`src/sv/rwcf_pkg.sv`:
```
// ----------------------------------------------------------------------------
// rwcf_pkg
// types and constants for the radar word checker and formatter
// ----------------------------------------------------------------------------
`default_nettype none

package rwcf_pkg;

    typedef enum logic [1:0] {
        ST_OK            = 2'd0,
        ST_BAD_TAG       = 2'd1,
        ST_AZ_NOT_RISING = 2'd2,
        ST_HGT_NO_RNG    = 2'd3
    } t_status;

    localparam logic [3:0]  TAG_AZ  = 4'h8;
    localparam logic [3:0]  TAG_RNG = 4'h3;
    localparam logic [3:0]  TAG_HGT = 4'hC;

    localparam logic [15:0] AZ_MASK     = 16'h8FFF;
    localparam logic [7:0]  AZ_WRAP_HI  = 8'h8F;
    localparam logic [7:0]  AZ_WRAP_LO  = 8'h80;
    localparam logic [7:0]  PLOT_TAIL_4 = 8'h00;
    localparam logic [7:0]  PLOT_TAIL_5 = 8'hC0;
    localparam logic [7:0]  RANGE_OFFSET_RST = 8'd19;

    localparam int unsigned NUM_BYTES = 6;

    localparam logic CFG_HEADER_BYTES = 1'b0;
    localparam logic CFG_RANGE_OFFSET = 1'b1;

endpackage

`default_nettype wire

```
`src/sv/rwcf_word_if.sv`:
```
// ----------------------------------------------------------------------------
// rwcf_word_if
// radar word input channel, valid/ready
// ----------------------------------------------------------------------------
`default_nettype none

interface rwcf_word_if;
    logic        valid;
    logic        ready;
    logic [15:0] word_in;

    modport source (output valid, output word_in, input ready);
    modport sink   (input valid, input word_in, output ready);
endinterface

`default_nettype wire

```
`src/sv/rwcf_byte_if.sv`:
```
// ----------------------------------------------------------------------------
// rwcf_byte_if
// formatted byte output channel, valid/ready
// ----------------------------------------------------------------------------
`default_nettype none

interface rwcf_byte_if;
    logic             valid;
    logic             ready;
    logic [7:0]       out_byte;
    logic             byte_valid;
    logic             last_of_run;
    rwcf_pkg::t_status check_status;
    logic             flush_request;
    logic             restart_mark;

    modport source (output valid, output out_byte, output byte_valid, output last_of_run,
                    output check_status, output flush_request, output restart_mark,
                    input ready);
    modport sink   (input valid, input out_byte, input byte_valid, input last_of_run,
                    input check_status, input flush_request, input restart_mark,
                    output ready);
endinterface

`default_nettype wire

```
`src/sv/radar_word_checker_formatter_unit.sv`:
```
// ----------------------------------------------------------------------------
// radar_word_checker_formatter_unit
// checks tagged radar words and formats sector headers and plot bytes
// ----------------------------------------------------------------------------
// a word is registered in the input stage, then loaded into the result stage, which offers its first result
// throughput: one result per cycle while the output port is ready; a word gives 1, 4 or 6
// results (one per output transaction), shifted out of the result byte shift register
// a new word is taken while the previous word's results drain
// reset: synchronous active low, clears checker state, config to defaults
`default_nettype none

module radar_word_checker_formatter_unit (
    input  wire logic        i_clk,
    input  wire logic        i_rst_n,
    input  wire logic        i_cfg_we,
    input  wire logic        i_cfg_idx,
    input  wire logic [31:0] i_cfg_data,
    rwcf_word_if.sink        i_word_ch,
    rwcf_byte_if.source      o_byte_ch
);

    // config
    logic [31:0] r_header_bytes;
    logic [7:0]  r_range_offset;

    // input stage
    logic        r_in_valid;
    logic [15:0] r_word;

    // checker and formatter state
    logic        r_check_started, n_check_started;
    logic [15:0] r_prev_azimuth,  n_prev_azimuth;
    logic [15:0] r_prev_word,     n_prev_word;
    logic [15:0] r_held_azimuth,  n_held_azimuth;
    logic [3:0]  r_seen_sector,   n_seen_sector;
    logic [3:0]  r_current_sector, n_current_sector;

    // result stage
    logic              r_busy;
    logic [2:0]        r_left,   n_left;
    logic              r_bv,     n_bv;
    rwcf_pkg::t_status r_status, n_status;
    logic [7:0]        r_bytes [rwcf_pkg::NUM_BYTES];
    logic [7:0]        n_bytes [rwcf_pkg::NUM_BYTES];

    logic        take;
    logic        load;
    logic [3:0]  tag;
    logic [15:0] pa_masked;
    logic        az_wrap;
    logic [14:0] rng;
    logic [3:0]  az_sect;
    logic [3:0]  held_sect;
    logic [3:0]  neighbour;

    assign take = r_busy && o_byte_ch.ready;
    assign load = r_in_valid && (!r_busy || (take && (r_left == 3'd1)));
    assign i_word_ch.ready = !r_in_valid || load;

    assign o_byte_ch.valid         = r_busy;
    assign o_byte_ch.out_byte      = r_bytes[0];
    assign o_byte_ch.byte_valid    = r_bv;
    assign o_byte_ch.last_of_run   = (r_left == 3'd1);
    assign o_byte_ch.check_status  = r_status;
    assign o_byte_ch.flush_request = (r_status != rwcf_pkg::ST_OK);
    assign o_byte_ch.restart_mark  = (r_status == rwcf_pkg::ST_HGT_NO_RNG);

    assign tag       = r_word[15:12];
    assign pa_masked = r_prev_azimuth & rwcf_pkg::AZ_MASK;
    assign az_wrap   = (pa_masked[15:8] == rwcf_pkg::AZ_WRAP_HI)
                    && (r_word[15:8] == rwcf_pkg::AZ_WRAP_LO);
    assign rng       = {1'b0, r_word[13:0]} + {7'd0, r_range_offset};
    assign az_sect   = r_word[11:8];
    assign held_sect = r_held_azimuth[11:8];
    assign neighbour = (r_current_sector == 4'd0) ? 4'd1 : (r_current_sector - 4'd1);

    always_comb begin
        n_check_started  = r_check_started;
        n_prev_azimuth   = r_prev_azimuth;
        n_prev_word      = r_prev_word;
        n_held_azimuth   = r_held_azimuth;
        n_seen_sector    = r_seen_sector;
        n_current_sector = r_current_sector;
        n_status         = rwcf_pkg::ST_OK;
        n_left           = 3'd1;
        n_bv             = 1'b0;
        for (int k = 0; k < rwcf_pkg::NUM_BYTES; k++) begin
            n_bytes[k] = 8'd0;
        end

        // check
        if (tag != rwcf_pkg::TAG_AZ && tag != rwcf_pkg::TAG_RNG
                && tag != rwcf_pkg::TAG_HGT) begin
            n_check_started = 1'b0;
            n_status        = rwcf_pkg::ST_BAD_TAG;
        end else if (!r_check_started) begin
            if (tag == rwcf_pkg::TAG_AZ) begin
                n_prev_azimuth = r_word;
            end
            n_prev_word     = r_word;
            n_check_started = 1'b1;
        end else if (tag == rwcf_pkg::TAG_AZ) begin
            n_prev_azimuth = r_word;
            if ((r_word <= pa_masked) && !az_wrap) begin
                n_check_started = 1'b0;
                n_status        = rwcf_pkg::ST_AZ_NOT_RISING;
            end else begin
                n_prev_word = r_word;
            end
        end else if (r_prev_word[15:12] == rwcf_pkg::TAG_HGT && tag != rwcf_pkg::TAG_RNG) begin
            n_check_started = 1'b0;
            n_status        = rwcf_pkg::ST_HGT_NO_RNG;
        end else begin
            n_prev_word = r_word;
        end

        // format
        if (n_status == rwcf_pkg::ST_OK) begin
            if (tag == rwcf_pkg::TAG_AZ) begin
                n_held_azimuth = r_word;
                if (az_sect != r_seen_sector) begin
                    n_seen_sector    = az_sect;
                    n_current_sector = az_sect;
                    n_bytes[0] = r_header_bytes[7:0];
                    n_bytes[1] = r_header_bytes[15:8];
                    n_bytes[2] = {r_header_bytes[23:20], az_sect};
                    n_bytes[3] = r_header_bytes[31:24];
                    n_left     = 3'd4;
                    n_bv       = 1'b1;
                end
            end else if (tag == rwcf_pkg::TAG_RNG) begin
                if (!rng[14] && (held_sect == r_current_sector || held_sect == neighbour)) begin
                    n_bytes[0] = r_held_azimuth[7:0];
                    n_bytes[1] = r_held_azimuth[15:8];
                    n_bytes[2] = rng[7:0];
                    n_bytes[3] = {2'b00, rng[13:8]};
                    n_bytes[4] = rwcf_pkg::PLOT_TAIL_4;
                    n_bytes[5] = rwcf_pkg::PLOT_TAIL_5;
                    n_left     = 3'd6;
                    n_bv       = 1'b1;
                end
            end
        end
    end

    always_ff @(posedge i_clk) begin
        if (!i_rst_n) begin
            r_header_bytes   <= 32'd0;
            r_range_offset   <= rwcf_pkg::RANGE_OFFSET_RST;
            r_in_valid       <= 1'b0;
            r_busy           <= 1'b0;
            r_check_started  <= 1'b0;
            r_prev_azimuth   <= 16'd0;
            r_prev_word      <= 16'd0;
            r_held_azimuth   <= 16'd0;
            r_seen_sector    <= 4'd0;
            r_current_sector <= 4'd0;
        end else begin
            if (i_cfg_we) begin
                case (i_cfg_idx)
                    rwcf_pkg::CFG_HEADER_BYTES: r_header_bytes <= i_cfg_data;
                    rwcf_pkg::CFG_RANGE_OFFSET: r_range_offset <= i_cfg_data[7:0];
                    default: ;
                endcase
            end

            if (i_word_ch.valid && i_word_ch.ready) begin
                r_in_valid <= 1'b1;
            end else if (load) begin
                r_in_valid <= 1'b0;
            end

            if (load) begin
                r_busy           <= 1'b1;
                r_check_started  <= n_check_started;
                r_prev_azimuth   <= n_prev_azimuth;
                r_prev_word      <= n_prev_word;
                r_held_azimuth   <= n_held_azimuth;
                r_seen_sector    <= n_seen_sector;
                r_current_sector <= n_current_sector;
            end else if (take && (r_left == 3'd1)) begin
                r_busy <= 1'b0;
            end
        end
    end

    // payload
    always_ff @(posedge i_clk) begin
        if (i_word_ch.valid && i_word_ch.ready) begin
            r_word <= i_word_ch.word_in;
        end
        if (load) begin
            r_left   <= n_left;
            r_bv     <= n_bv;
            r_status <= n_status;
            r_bytes  <= n_bytes;
        end else if (take) begin
            r_left <= r_left - 3'd1;
            for (int k = 0; k < rwcf_pkg::NUM_BYTES - 1; k++) begin
                r_bytes[k] <= r_bytes[k + 1];
            end
        end
    end

    // checks
    a_left_nonzero: assert property (@(posedge i_clk) disable iff (!i_rst_n)
        r_busy |-> (r_left != 3'd0 && r_left <= 3'd6))
        else $error("result count out of range");

    a_empty_single: assert property (@(posedge i_clk) disable iff (!i_rst_n)
        (o_byte_ch.valid && !o_byte_ch.byte_valid) |-> o_byte_ch.last_of_run)
        else $error("empty result not last");

    a_error_no_bytes: assert property (@(posedge i_clk) disable iff (!i_rst_n)
        (o_byte_ch.valid && o_byte_ch.flush_request) |-> !o_byte_ch.byte_valid)
        else $error("error result carries a byte");

    a_in_held: assert property (@(posedge i_clk) disable iff (!i_rst_n)
        (r_in_valid && !load) |=> (r_in_valid && $stable(r_word)))
        else $error("pending word lost");

endmodule

`default_nettype wire

```
`src/flat_wrapper.sv`:
```
// flat-port wrapper written by rule: the top's interface ports become plain ports
module radar_word_checker_formatter_unit_flat 
  (i_clk, i_rst_n, i_cfg_we, i_cfg_idx, i_cfg_data, i_word_ch_valid, i_word_ch_word_in, i_word_ch_ready, o_byte_ch_valid, o_byte_ch_out_byte, o_byte_ch_byte_valid, o_byte_ch_last_of_run, o_byte_ch_check_status, o_byte_ch_flush_request, o_byte_ch_restart_mark, o_byte_ch_ready);
  rwcf_word_if i_word_ch_i ();
  rwcf_byte_if o_byte_ch_i ();
  input  wire logic i_clk;
  input  wire logic i_rst_n;
  input  wire logic i_cfg_we;
  input  wire logic i_cfg_idx;
  input  wire logic [31:0] i_cfg_data;
  input wire logic [$bits(i_word_ch_i.valid)-1:0] i_word_ch_valid;
  input wire logic [$bits(i_word_ch_i.word_in)-1:0] i_word_ch_word_in;
  output wire logic [$bits(i_word_ch_i.ready)-1:0] i_word_ch_ready;
  output wire logic [$bits(o_byte_ch_i.valid)-1:0] o_byte_ch_valid;
  output wire logic [$bits(o_byte_ch_i.out_byte)-1:0] o_byte_ch_out_byte;
  output wire logic [$bits(o_byte_ch_i.byte_valid)-1:0] o_byte_ch_byte_valid;
  output wire logic [$bits(o_byte_ch_i.last_of_run)-1:0] o_byte_ch_last_of_run;
  output wire logic [$bits(o_byte_ch_i.check_status)-1:0] o_byte_ch_check_status;
  output wire logic [$bits(o_byte_ch_i.flush_request)-1:0] o_byte_ch_flush_request;
  output wire logic [$bits(o_byte_ch_i.restart_mark)-1:0] o_byte_ch_restart_mark;
  input wire logic [$bits(o_byte_ch_i.ready)-1:0] o_byte_ch_ready;
  assign i_word_ch_i.valid = i_word_ch_valid;
  assign i_word_ch_i.word_in = i_word_ch_word_in;
  assign i_word_ch_ready = i_word_ch_i.ready;
  assign o_byte_ch_valid = o_byte_ch_i.valid;
  assign o_byte_ch_out_byte = o_byte_ch_i.out_byte;
  assign o_byte_ch_byte_valid = o_byte_ch_i.byte_valid;
  assign o_byte_ch_last_of_run = o_byte_ch_i.last_of_run;
  assign o_byte_ch_check_status = o_byte_ch_i.check_status;
  assign o_byte_ch_flush_request = o_byte_ch_i.flush_request;
  assign o_byte_ch_restart_mark = o_byte_ch_i.restart_mark;
  assign o_byte_ch_i.ready = o_byte_ch_ready;
  radar_word_checker_formatter_unit u_core (.i_clk(i_clk), .i_rst_n(i_rst_n), .i_cfg_we(i_cfg_we), .i_cfg_idx(i_cfg_idx), .i_cfg_data(i_cfg_data), .i_word_ch(i_word_ch_i), .o_byte_ch(o_byte_ch_i));
endmodule
```
`config.mk`:
```
export PLATFORM = sky130hd
export DESIGN_NAME = radar_word_checker_formatter_unit_flat
export DESIGN_NICKNAME = d
export VERILOG_FILES = /design/src/sv/rwcf_pkg.sv /design/src/sv/rwcf_word_if.sv /design/src/sv/rwcf_byte_if.sv /design/src/sv/radar_word_checker_formatter_unit.sv /design/src/flat_wrapper.sv
export SDC_FILE = /design/constraint.sdc
export NUM_CORES = 1
export LEC_CHECK = 0
export BUFFER_PORTS_ARGS = -buffer_cell sky130_fd_sc_hd__buf_2
export CAP_MARGIN = 20
export CORE_MARGIN = 2
export CORE_UTILIZATION = 40
export CTS_CLUSTER_DIAMETER = 80
export DETAILED_ROUTE_END_ITERATION = 10
export RECOVER_POWER = 100
export SLEW_MARGIN = 20
export SYNTH_ARGS = -nofsm -noshare
export SYNTH_HDL_FRONTEND = slang
export SYNTH_SLANG_ARGS = --single-unit
export TNS_END_PERCENT = 5
```
`constraint.sdc`:
```
create_clock -name i_clk -period 4.5 [get_ports i_clk]
set_clock_uncertainty 0.15 [all_clocks]
set_input_delay 0.45 -clock i_clk [delete_from_list [all_inputs] [get_ports i_clk]]
set_output_delay 0.45 -clock i_clk [all_outputs]
set_load 0.1 [all_outputs]
```
==> results of run 1 <==
## cell usage in the layout (no fill, tap or decap), drive strengths merged, types with 8 or more instances in the layout
cell,n
nand3,18
a21oi,80
buf,51
edfxtp,56
and2,27
a221o,24
nor2,13
ha,23
xor2,8
o21ai,30
dfxtp,76
inv,25
clkbuf,49
nand2,107
## sequential cells by signal (all words and copies together) (netlist names)
name / count
u_core.o_byte_ch.byte_valid: 1
u_core.o_byte_ch.check_status: 2
u_core.o_byte_ch.out_byte: 8
u_core.o_byte_ch.valid: 1
u_core.r_bytes: 26
u_core.r_check_started: 1
u_core.r_header_bytes: 28
u_core.r_held_azimuth: 16
u_core.r_in_valid: 1
u_core.r_left: 3
u_core.r_prev_azimuth: 13
u_core.r_prev_word: 4
u_core.r_range_offset: 8
u_core.r_seen_sector: 4
u_core.r_word: 16
## logic make-up (layout without fill, tap and decap cells)
kind of cell	Yosys count	in the layout	synth area share
AOI/OAI and AO/OA	171	171	0.180
muxes	1	1	0.00183
buffers and inverters	70	130	0.0559
and+or+nand+nor	209	209	0.173
xor gates and xnor gates	12	12	0.0171
adders and majority gates	25	25	0.0518
DFF	132	132	0.520
## worst max-delay path by stage
stage                                 from                            to  slack [ns]  cells past startpoint
final                     u_core.r_word[9]            u_core.r_bytes[29]        0.57                      8
after floorplan           u_core.r_left[1]            u_core.r_bytes[28]        0.75                     11
after CTS                 u_core.r_word[0]  u_core.o_byte_ch.out_byte[7]        0.97                     10
after detailed placement  u_core.r_word[0]  u_core.o_byte_ch.out_byte[7]         1.0                     10
after global placement    u_core.r_word[0]  u_core.o_byte_ch.out_byte[7]        1.02                     10
after global routing      u_core.r_word[9]            u_core.r_bytes[29]        0.38                      8
## metal layers
layer | track usage | up-vias | share of wire
li1 | - | 2303 | -
met1 | 0.255 | 2276 | 0.45
met2 | 0.305 | 125 | 0.47
met3 | 0.0459 | 20 | 0.060
met4 | 0.0840 | 0 | 0.017
met5 | 0 | - | 0
## final cells by class
class | count | area, µm²
clock buffers | 27 | 493
multi-input cells | 418 | 2590
flip-flops and latches | 132 | 3200
inverters | 25 | 93.8
repair buffers | 73 | 350
fillers | 1419 | 8100
clock inverters | 5 | 75.1
well taps | 188 | 235
## metrics by stage
stage                     setup WS, ns  area (µm²)  power (mW)  hold slack, ns
after global routing             0.382        7040        3.11          0.0349
final                            0.570        7040        3.00          0.0443
after global placement            1.02        6530        1.68           0.293
after CTS                        0.973        7100        3.04          0.0295
after floorplan                  0.751        6150        1.60           0.286
after detailed placement         0.996        6530        1.69           0.298
## worst max-delay path: cells and delay by family, from the launching register on
kind / cells / cell delay (ns)
adder cells (fa/ha/maj): 1 / 0.35
AND/OR/NAND/NOR: 3 / 0.47
flip-flops: 1 / 0.67
buffers and inverters: 1 / 0.28
AO/OA/AOI/OAI: 3 / 1.72
## power by group through the flow
stage	clock network, mW	logic, mW	registers, mW
after floorplan	0	0.232	1.37
after global placement	0	0.298	1.38
after detailed placement	0	0.307	1.38
after CTS	1.37	0.308	1.36
after global routing	1.42	0.331	1.36
final	1.34	0.301	1.36
==> impl_metrics.py, run 1 <==
metrics = {
    "synth": {
        "synth_commonest_cells": "nand2_1, a21oi_1, dfxtp_1, edfxtp_1, o21ai_0",
        "seq_area_frac_synth": 0.520,
        "synthArstFlopShare": 0,
        "netlist_area_um2": 6150,
        "synth-edff-count": 56,
        "yosysWarnings": 0,
        "ys.flop_type": "dfxtp_1",
        "netlist_top_cells_area": "edfxtp_1, dfxtp_1, a21oi_1",
        "synth.distinct_cells": 59,
        "synth_top_area_cell": "edfxtp_1",
        "syn_area_per_cell_um2": 9.93,
        "synth_top_area_share": 0.273,
        "yosysMostFrequentCell": "nand2_1",
        "postSynthCellCount": 620,
        "syn-num-nets": 698,
        "synth-seq-cells": 132,
    },
    "global_route": {
        "grt_first_pass_wirelength_um": 24300,
        "antenna_found_initial": 0,
        "grt_pass1_vias": 4706,
        "grt_use_total": 0.193,
        "overflow": 0,
        "grt_max_degree": 43,
    },
    "pwr": {
        "powerDensity_nw_per_um2": 426,
        "p_int_mw": 2.27,
        "switching_share": 0.242,
        "p_sw_uw": 726,
        "vdd_drop_max_mv": 0.286,
        "combPwrFrac": 0.100,
        "p_clk_frac": 0.447,
        "p_seq_frac": 0.452,
        "p_leak_nw": 2.58,
    },
    "critical_path": {
        "cp_slowest_cell": "a31o_1",
        "regToRegSetupSlack_ns": 0.57,
        "cp_data_required_time_ns": 4.52,
        "path_class": "register to register",
        "critical-path-max-stage-delay_ns": 0.77,
        "path_cells": "ha_1 -> and4_1 -> and3_1 -> a2111oi_0 -> a31o_1 -> nor3_4 -> buf_4 -> a221o_1",
        "start_kind": "register",
        "rr_worst_depth": 8,
        "crit_path_end_kind": "register",
        "rr_endpoint": "u_core.r_bytes[29]",
        "arrival_ns": 3.95,
        "cp_max_fo": 32,
        "reg2reg_from": "u_core.r_word[9]",
    },
    "cells_and_area": {
        "n_antenna_cell": 0,
        "layout.nets": 745,
        "drive_above_1_share": 0.132,
        "syn_to_final_growth_pct": 14.5,
        "final_core_util": 0.465,
        "instances_no_fill": 868,
    },
    "floorplanning": {
        "dieArea_um2": 16400,
        "coreArea_um2": 15100,
        "rows": 45,
        "die_y_um": 128,
        "io_pins": 70,
        "die_w_um": 128,
        "start_util": 0.406,
    },
    "place": {
        "io_buffers": 65,
        "placedCellCount": 836,
        "hpwl_um": 10200,
        "gp_congestion": 0.832,
    },
    "drt": {
        "dr.pass1.iters": 4,
        "drc_errors": 0,
        "routed_wl_um": 15000,
        "ant_nets": 0,
        "avgViaCountPerCell": 5.44,
        "wl_per_cell_um": 17.2,
        "drt-initial-drc-count": 345,
        "routed-via-count": 4724,
    },
    "timing": {
        "rsz0062_at_grt": "no",
        "setup_tns_ns": 0,
        "tightest_slew_ns": 1.99,
        "period_share": 0.873,
        "maxSlewViolCount": 99,
        "fmax_mhz": 254,
        "relSlewSlack": -0.330,
        "setup_viol": 0,
        "finalCriticalPeriod_ns": 3.93,
        "final-hold-violation-count": 0,
    },
    "run_status": {
        "status": "finished, violations left",
        "violations": "capacitance limit, slew limit",
    },
    "worst_hold_path": {
        "holdPathEnd": "u_core.r_word[10]",
        "hp-start": "i_word_ch_word_in[10]",
        "min_path_cells": 1,
        "hold_path_class": "input pin to register",
    },
    "clocking": {
        "htree_num_levels": 4,
        "cts_resized": 0,
        "cts_tree": "built",
        "clock-sinks": 132,
        "cts.path.max_buffers": 2,
        "cts_buffers": 17,
        "cts_root_buffer": "clkbuf_16",
        "worstSkewPairLatency_ns": 0.43,
        "hold_buffers": 0,
        "cts.clk_slew.worst_paths_ns": 0.05,
        "cts_setup_buffers": 0,
    },
    "run": {
        "drv_cap": 3,
    },
}
Note: power is estimated with default switching activity, not from simulation.
==> run 2: changes to the inputs <==
- CORE_MARGIN: 2 -> 1.5
==> run 2 against run 1 <==
  * The flow still finishes with violations (capacitance limit, slew limit)
  * Via count increased by 0.70%
  * Register-to-register slack improved by 0.16 ns
  * Non-clock buffer count decreased by 1
  * Cell count decreased by 0.12%
  * Critical endpoint is now u_core.r_bytes[27]
  * Largest power group unchanged
  * Worst hold slack improved by 0.0037 ns
  * Worst setup slack improved by 0.16 ns
==> impl_metrics.py, run 2 (same netlist as run 1, synthesis figures left out) <==
metrics = {
    "run_status": {
        "status": "finished, violations left",
        "violations": "capacitance limit, slew limit",
    },
    "timing": {
        "setup_viol": 0,
        "finalCriticalPeriod_ns": 3.77,
        "fin_ws_ns": 0.731,
        "relSlewSlack": -0.0980,
        "final-hold-violation-count": 0,
        "period_share": 0.837,
        "tightest_slew_ns": 1.65,
        "maxSlewViolCount": 56,
        "rsz0062_at_grt": "no",
        "fin_hold_ws_ns": 0.0480,
        "setup_tns_ns": 0,
        "fmax_mhz": 265,
    },
    "clocking": {
        "cts.clk_slew.worst_paths_ns": 0.06,
        "cts_tree": "built",
        "cts_buffers": 17,
        "cts_resized": 0,
        "worstSkewPairLatency_ns": 0.42,
        "clock-sinks": 132,
        "cts_setup_buffers": 0,
        "hold_buffers": 0,
        "htree_num_levels": 4,
        "cts_root_buffer": "clkbuf_16",
        "cts.path.max_buffers": 2,
    },
    "critical_path": {
        "cp_max_fo": 32,
        "cp_data_required_time_ns": 4.51,
        "regToRegSetupSlack_ns": 0.73,
        "arrival_ns": 3.78,
        "reg2reg_from": "u_core.r_word[9]",
        "rr_worst_depth": 8,
        "start_kind": "register",
        "rr_endpoint": "u_core.r_bytes[27]",
        "crit_path_end_kind": "register",
        "path_class": "register to register",
        "critPathLaunch": "u_core.r_word[9]",
    },
    "place": {
        "io_buffers": 65,
        "gp_congestion": 0.863,
        "hpwl_um": 9660,
        "pre_cts_ws_ns": 1.11,
        "placedCellCount": 835,
        "placed_area_um2": 6530,
    },
    "global_route": {
        "grt_use_total": 0.187,
        "grt_max_degree": 71,
        "grt_pass1_vias": 4488,
        "grt_first_pass_wirelength_um": 23300,
        "antenna_found_initial": 0,
        "overflow": 0,
    },
    "worst_hold_path": {
        "hold_path_class": "input pin to register",
        "min_path_cells": 1,
        "hp-start": "i_word_ch_word_in[4]",
        "holdPathEnd": "u_core.r_word[4]",
    },
    "floorplanning": {
        "coreArea_um2": 15100,
        "start_util": 0.408,
        "rows": 45,
        "io_pins": 70,
        "dieArea_um2": 16100,
        "die_y_um": 127,
        "die_w_um": 127,
    },
    "drt": {
        "dr.pass1.iters": 5,
        "avgViaCountPerCell": 5.49,
        "drc_errors": 0,
        "routed_wl_um": 14500,
        "ant_nets": 0,
        "drt-initial-drc-count": 254,
        "wl_per_cell_um": 16.7,
        "routed-via-count": 4757,
    },
    "cells_and_area": {
        "final_common_cell": "nand2_1",
        "reg.largest.list": "u_core.r_header_bytes x28, u_core.r_bytes x26",
        "largest_reg_flops": 28,
        "design_area_um2": 7060,
        "num-fill-cells": 1439,
        "layout_common_cells": "nand2_1, a21oi_1, dfxtp_1",
        "instances_no_fill": 867,
        "top_register": "u_core.r_header_bytes",
        "n_antenna_cell": 0,
        "drive_above_1_share": 0.146,
        "syn_to_final_growth_pct": 14.7,
        "final_core_util": 0.468,
        "layout.nets": 744,
    },
    "pwr": {
        "powerDensity_nw_per_um2": 427,
        "p_leak_nw": 2.59,
        "power_mw": 3.01,
        "vdd_drop_max_mv": 0.249,
    },
    "run": {
        "drv_cap": 2,
    },
}
[run 2: changes by cell type in the layout (fill, tap and decap cells not counted)]
cell,change
buf_2,+1
bufinv_16,-1
clkbuf_1,-9
clkbuf_16,+1
clkinv_2,+1
clkinvlp_4,+1
inv_1,-1
inv_4,+4
inv_6,+2
[run 2: worst max-delay path: stages, from the launching register on]
cell and delay [ns]:
edfxtp_1 0.70, ha_1 0.35, and4_1 0.20, and3_1 0.19
a2111oi_2 0.36, a31o_1 0.77, nor3_4 0.08, buf_4 0.28
a221o_1 0.39
[run 2: final cells by class]
class,count,area (µm²),area share
clock inverter,11,93.8,0.0133
multi-input combinational,418,2590,0.367
timing repair buffer,72,348,0.0493
sequential,132,3200,0.454
clock buffer,21,492,0.0696
inverter,25,96.3,0.0136
tap,188,235,0.0333
[run 2: how the worst max path moves through the flow]
stage	end	slack, ns
after floorplan	u_core.r_bytes[28]	0.75
after detailed placement	u_core.r_bytes[31]	1.11
after global placement	u_core.r_bytes[27]	1.12
final	u_core.r_bytes[27]	0.73
after CTS	u_core.r_bytes[31]	1.10
after global routing	u_core.r_bytes[30]	0.61
[run 2: per-layer routing]
| layer | global-route usage | share of wire | up-vias |
|---|---|---|---|
| li1 | - | - | 2307 |
| met3 | 0.0406 | 0.044 | 18 |
| met1 | 0.236 | 0.45 | 2302 |
| met5 | 0 | 0 | - |
| met2 | 0.309 | 0.48 | 130 |
| met4 | 0.0836 | 0.019 | 0 |
[run 2: power breakdown]
part / switching [mW] / internal (mW) / total (mW) / leakage [nW]
logic: 0.198 / 0.0982 / 0.296 / 1.14
registers: 0.0410 / 1.32 / 1.36 / 1.16
clock network: 0.521 / 0.836 / 1.36 / 0.296
==> run 3: changes to the inputs <==
- clock period: 4.5 -> 3.4 ns (I/O delays scaled with it)
==> run 3 against run 2 <==
  * The run still ends with capacitance limit, slew limit left
  * Die area unchanged
  * Register-to-register slack got worse by 0.52 ns
  * Critical path depth increased by 1
  * Core utilization increased by 2.2 points
  * Worst hold slack got worse by 0.036 ns
  * Worst setup slack got worse by 0.52 ns
  * Non-clock buffer count increased by 39
  * Flip-flop and latch count unchanged
  * Sequential power increased by 32%
  * Critical path type unchanged
==> impl_metrics.py, run 3 (same netlist as run 1, synthesis figures left out) <==
metrics = {
    "run_status": {
        "status": "finished, violations left",
        "violations": "capacitance limit, slew limit",
    },
    "cells_and_area": {
        "layout_common_cells": "nand2_1, a21oi_1, dfxtp_1",
        "syn_to_final_growth_pct": 20.1,
        "n_antenna_cell": 0,
        "layout.nets": 783,
        "largest_reg_flops": 28,
        "multi_input_area_um2": 2610,
        "design_area_um2": 7390,
        "final_common_cell": "nand2_1",
        "instances_no_fill": 906,
        "drive_above_1_share": 0.145,
        "seqCellArea_um2": 3200,
        "top_register": "u_core.r_header_bytes",
        "num-fill-cells": 1407,
        "final_core_util": 0.490,
        "reg.largest.list": "u_core.r_header_bytes x28, u_core.r_bytes x26",
    },
    "global_route": {
        "grt_first_pass_wirelength_um": 23600,
        "grt_pass1_vias": 4732,
        "antenna_found_initial": 0,
        "overflow": 0,
        "grt_max_degree": 37,
        "grt_use_total": 0.189,
    },
    "drt": {
        "wl_per_cell_um": 16.3,
        "routed_wl_um": 14800,
        "drt-initial-drc-count": 290,
        "dr.pass1.iters": 5,
        "drc_errors": 0,
        "ant_nets": 0,
        "avgViaCountPerCell": 5.37,
        "routed-via-count": 4863,
    },
    "pwr": {
        "power_mw": 3.99,
        "vdd_drop_max_mv": 0.312,
        "powerDensity_nw_per_um2": 540,
        "p_leak_nw": 2.74,
    },
    "critical_path": {
        "cp_data_required_time_ns": 3.42,
        "critical-path-max-stage-delay_ns": 0.49,
        "cp_max_fo": 19,
        "cp_slowest_cell": "a2111oi_2",
        "path_class": "register to register",
        "path_cells": "inv_1 -> fa_1 -> nor2b_1 -> o31a_1 -> o21ai_0 -> a2111oi_2 -> nor3_1 -> buf_4 -> a221o_1",
        "crit_path_end_kind": "register",
        "start_kind": "register",
        "arrival_ns": 3.20,
    },
    "timing": {
        "setup_viol": 0,
        "rsz0062_at_grt": "no",
        "tightest_slew_ns": 1.52,
        "setup_tns_ns": 0,
        "fmax_mhz": 314,
        "relSlewSlack": -0.0123,
        "fin_ws_ns": 0.212,
        "maxSlewViolCount": 37,
        "period_share": 0.938,
        "finalCriticalPeriod_ns": 3.19,
        "fin_hold_ws_ns": 0.0115,
        "final-hold-violation-count": 0,
    },
    "place": {
        "placedCellCount": 850,
        "io_buffers": 65,
        "hpwl_um": 10400,
        "gp_congestion": 0.869,
        "pre_cts_ws_ns": 0.238,
        "placed_area_um2": 6640,
    },
    "floorplanning": {
        "coreArea_um2": 15100,
        "die_w_um": 127,
        "start_util": 0.408,
        "io_pins": 70,
        "dieArea_um2": 16100,
        "die_y_um": 127,
        "rows": 45,
    },
    "clocking": {
        "htree_num_levels": 4,
        "cts_root_buffer": "clkbuf_16",
        "cts_buffers": 17,
        "cts_setup_buffers": 0,
        "clock-sinks": 132,
        "cts.clk_slew.worst_paths_ns": 0.06,
        "worstSkewPairLatency_ns": 0.42,
        "cts_tree": "built",
        "cts.path.max_buffers": 2,
    },
    "worst_hold_path": {
        "hold_path_class": "input pin to register",
    },
    "run": {
        "drv_cap": 1,
    },
}
## run 3: cell count changes in the layout (fill, tap and decap cells not counted), moves of 2 or more
cell	previous run	this run
buf_4	5	13
clkbuf_2	0	4
inv_6	2	0
dlygate4sd3_1	0	24
clkinv_2	4	2
clkbuf_1	20	31
inv_4	4	0
## run 3: final cells by class
cell class	instances	share of cell area
well taps	188	0.0318
clock inverters	5	0.0105
multi-input cells	418	0.353
inverters	25	0.0127
repair buffers	111	0.0918
flip-flops and latches	132	0.433
clock buffers	27	0.0667
## run 3: routing by layer
layer,vias to the layer above,track usage,wire length [µm]
li1,2381,-,-
met1,2340,0.229,6570
met2,116,0.323,7190
met3,26,0.0398,648
met4,0,0.0936,354
met5,-,0,0
## run 3: power breakdown
| part | internal [mW] | switching (mW) |
|---|---|---|
| Combinational | 0.155 | 0.280 |
| Sequential | 1.74 | 0.0429 |
| Clock | 1.13 | 0.633 |
## run 3: critical path, delay by kind of cell, from the launching register on
kind | cells | cell delay [ns]
AOI/OAI and AO/OA | 4 | 1.19
and+or+nand+nor | 2 | 0.29
buffers and inverters | 2 | 0.35
adders and majority gates | 1 | 0.47
DFF | 1 | 0.46
## run 3: final timing paths
path | startpoint | end | slack, ns | cells after the start
max | u_core.r_word[1] | u_core.r_bytes[38] | 0.21 | 9
min | i_cfg_data[10] | u_core.r_header_bytes[10] | 0.01 | 3
max reg2reg | u_core.r_word[1] | u_core.r_bytes[38] | 0.21 | 9
min reg2reg | u_core.r_prev_azimuth[8] | u_core.r_prev_azimuth[8] | 0.31 | 2
## run 3: what timing repair did
action	in CTS	in global routing
resized for setup	0	0
hold buffers	24	0
hold endpoints to repair	24	0
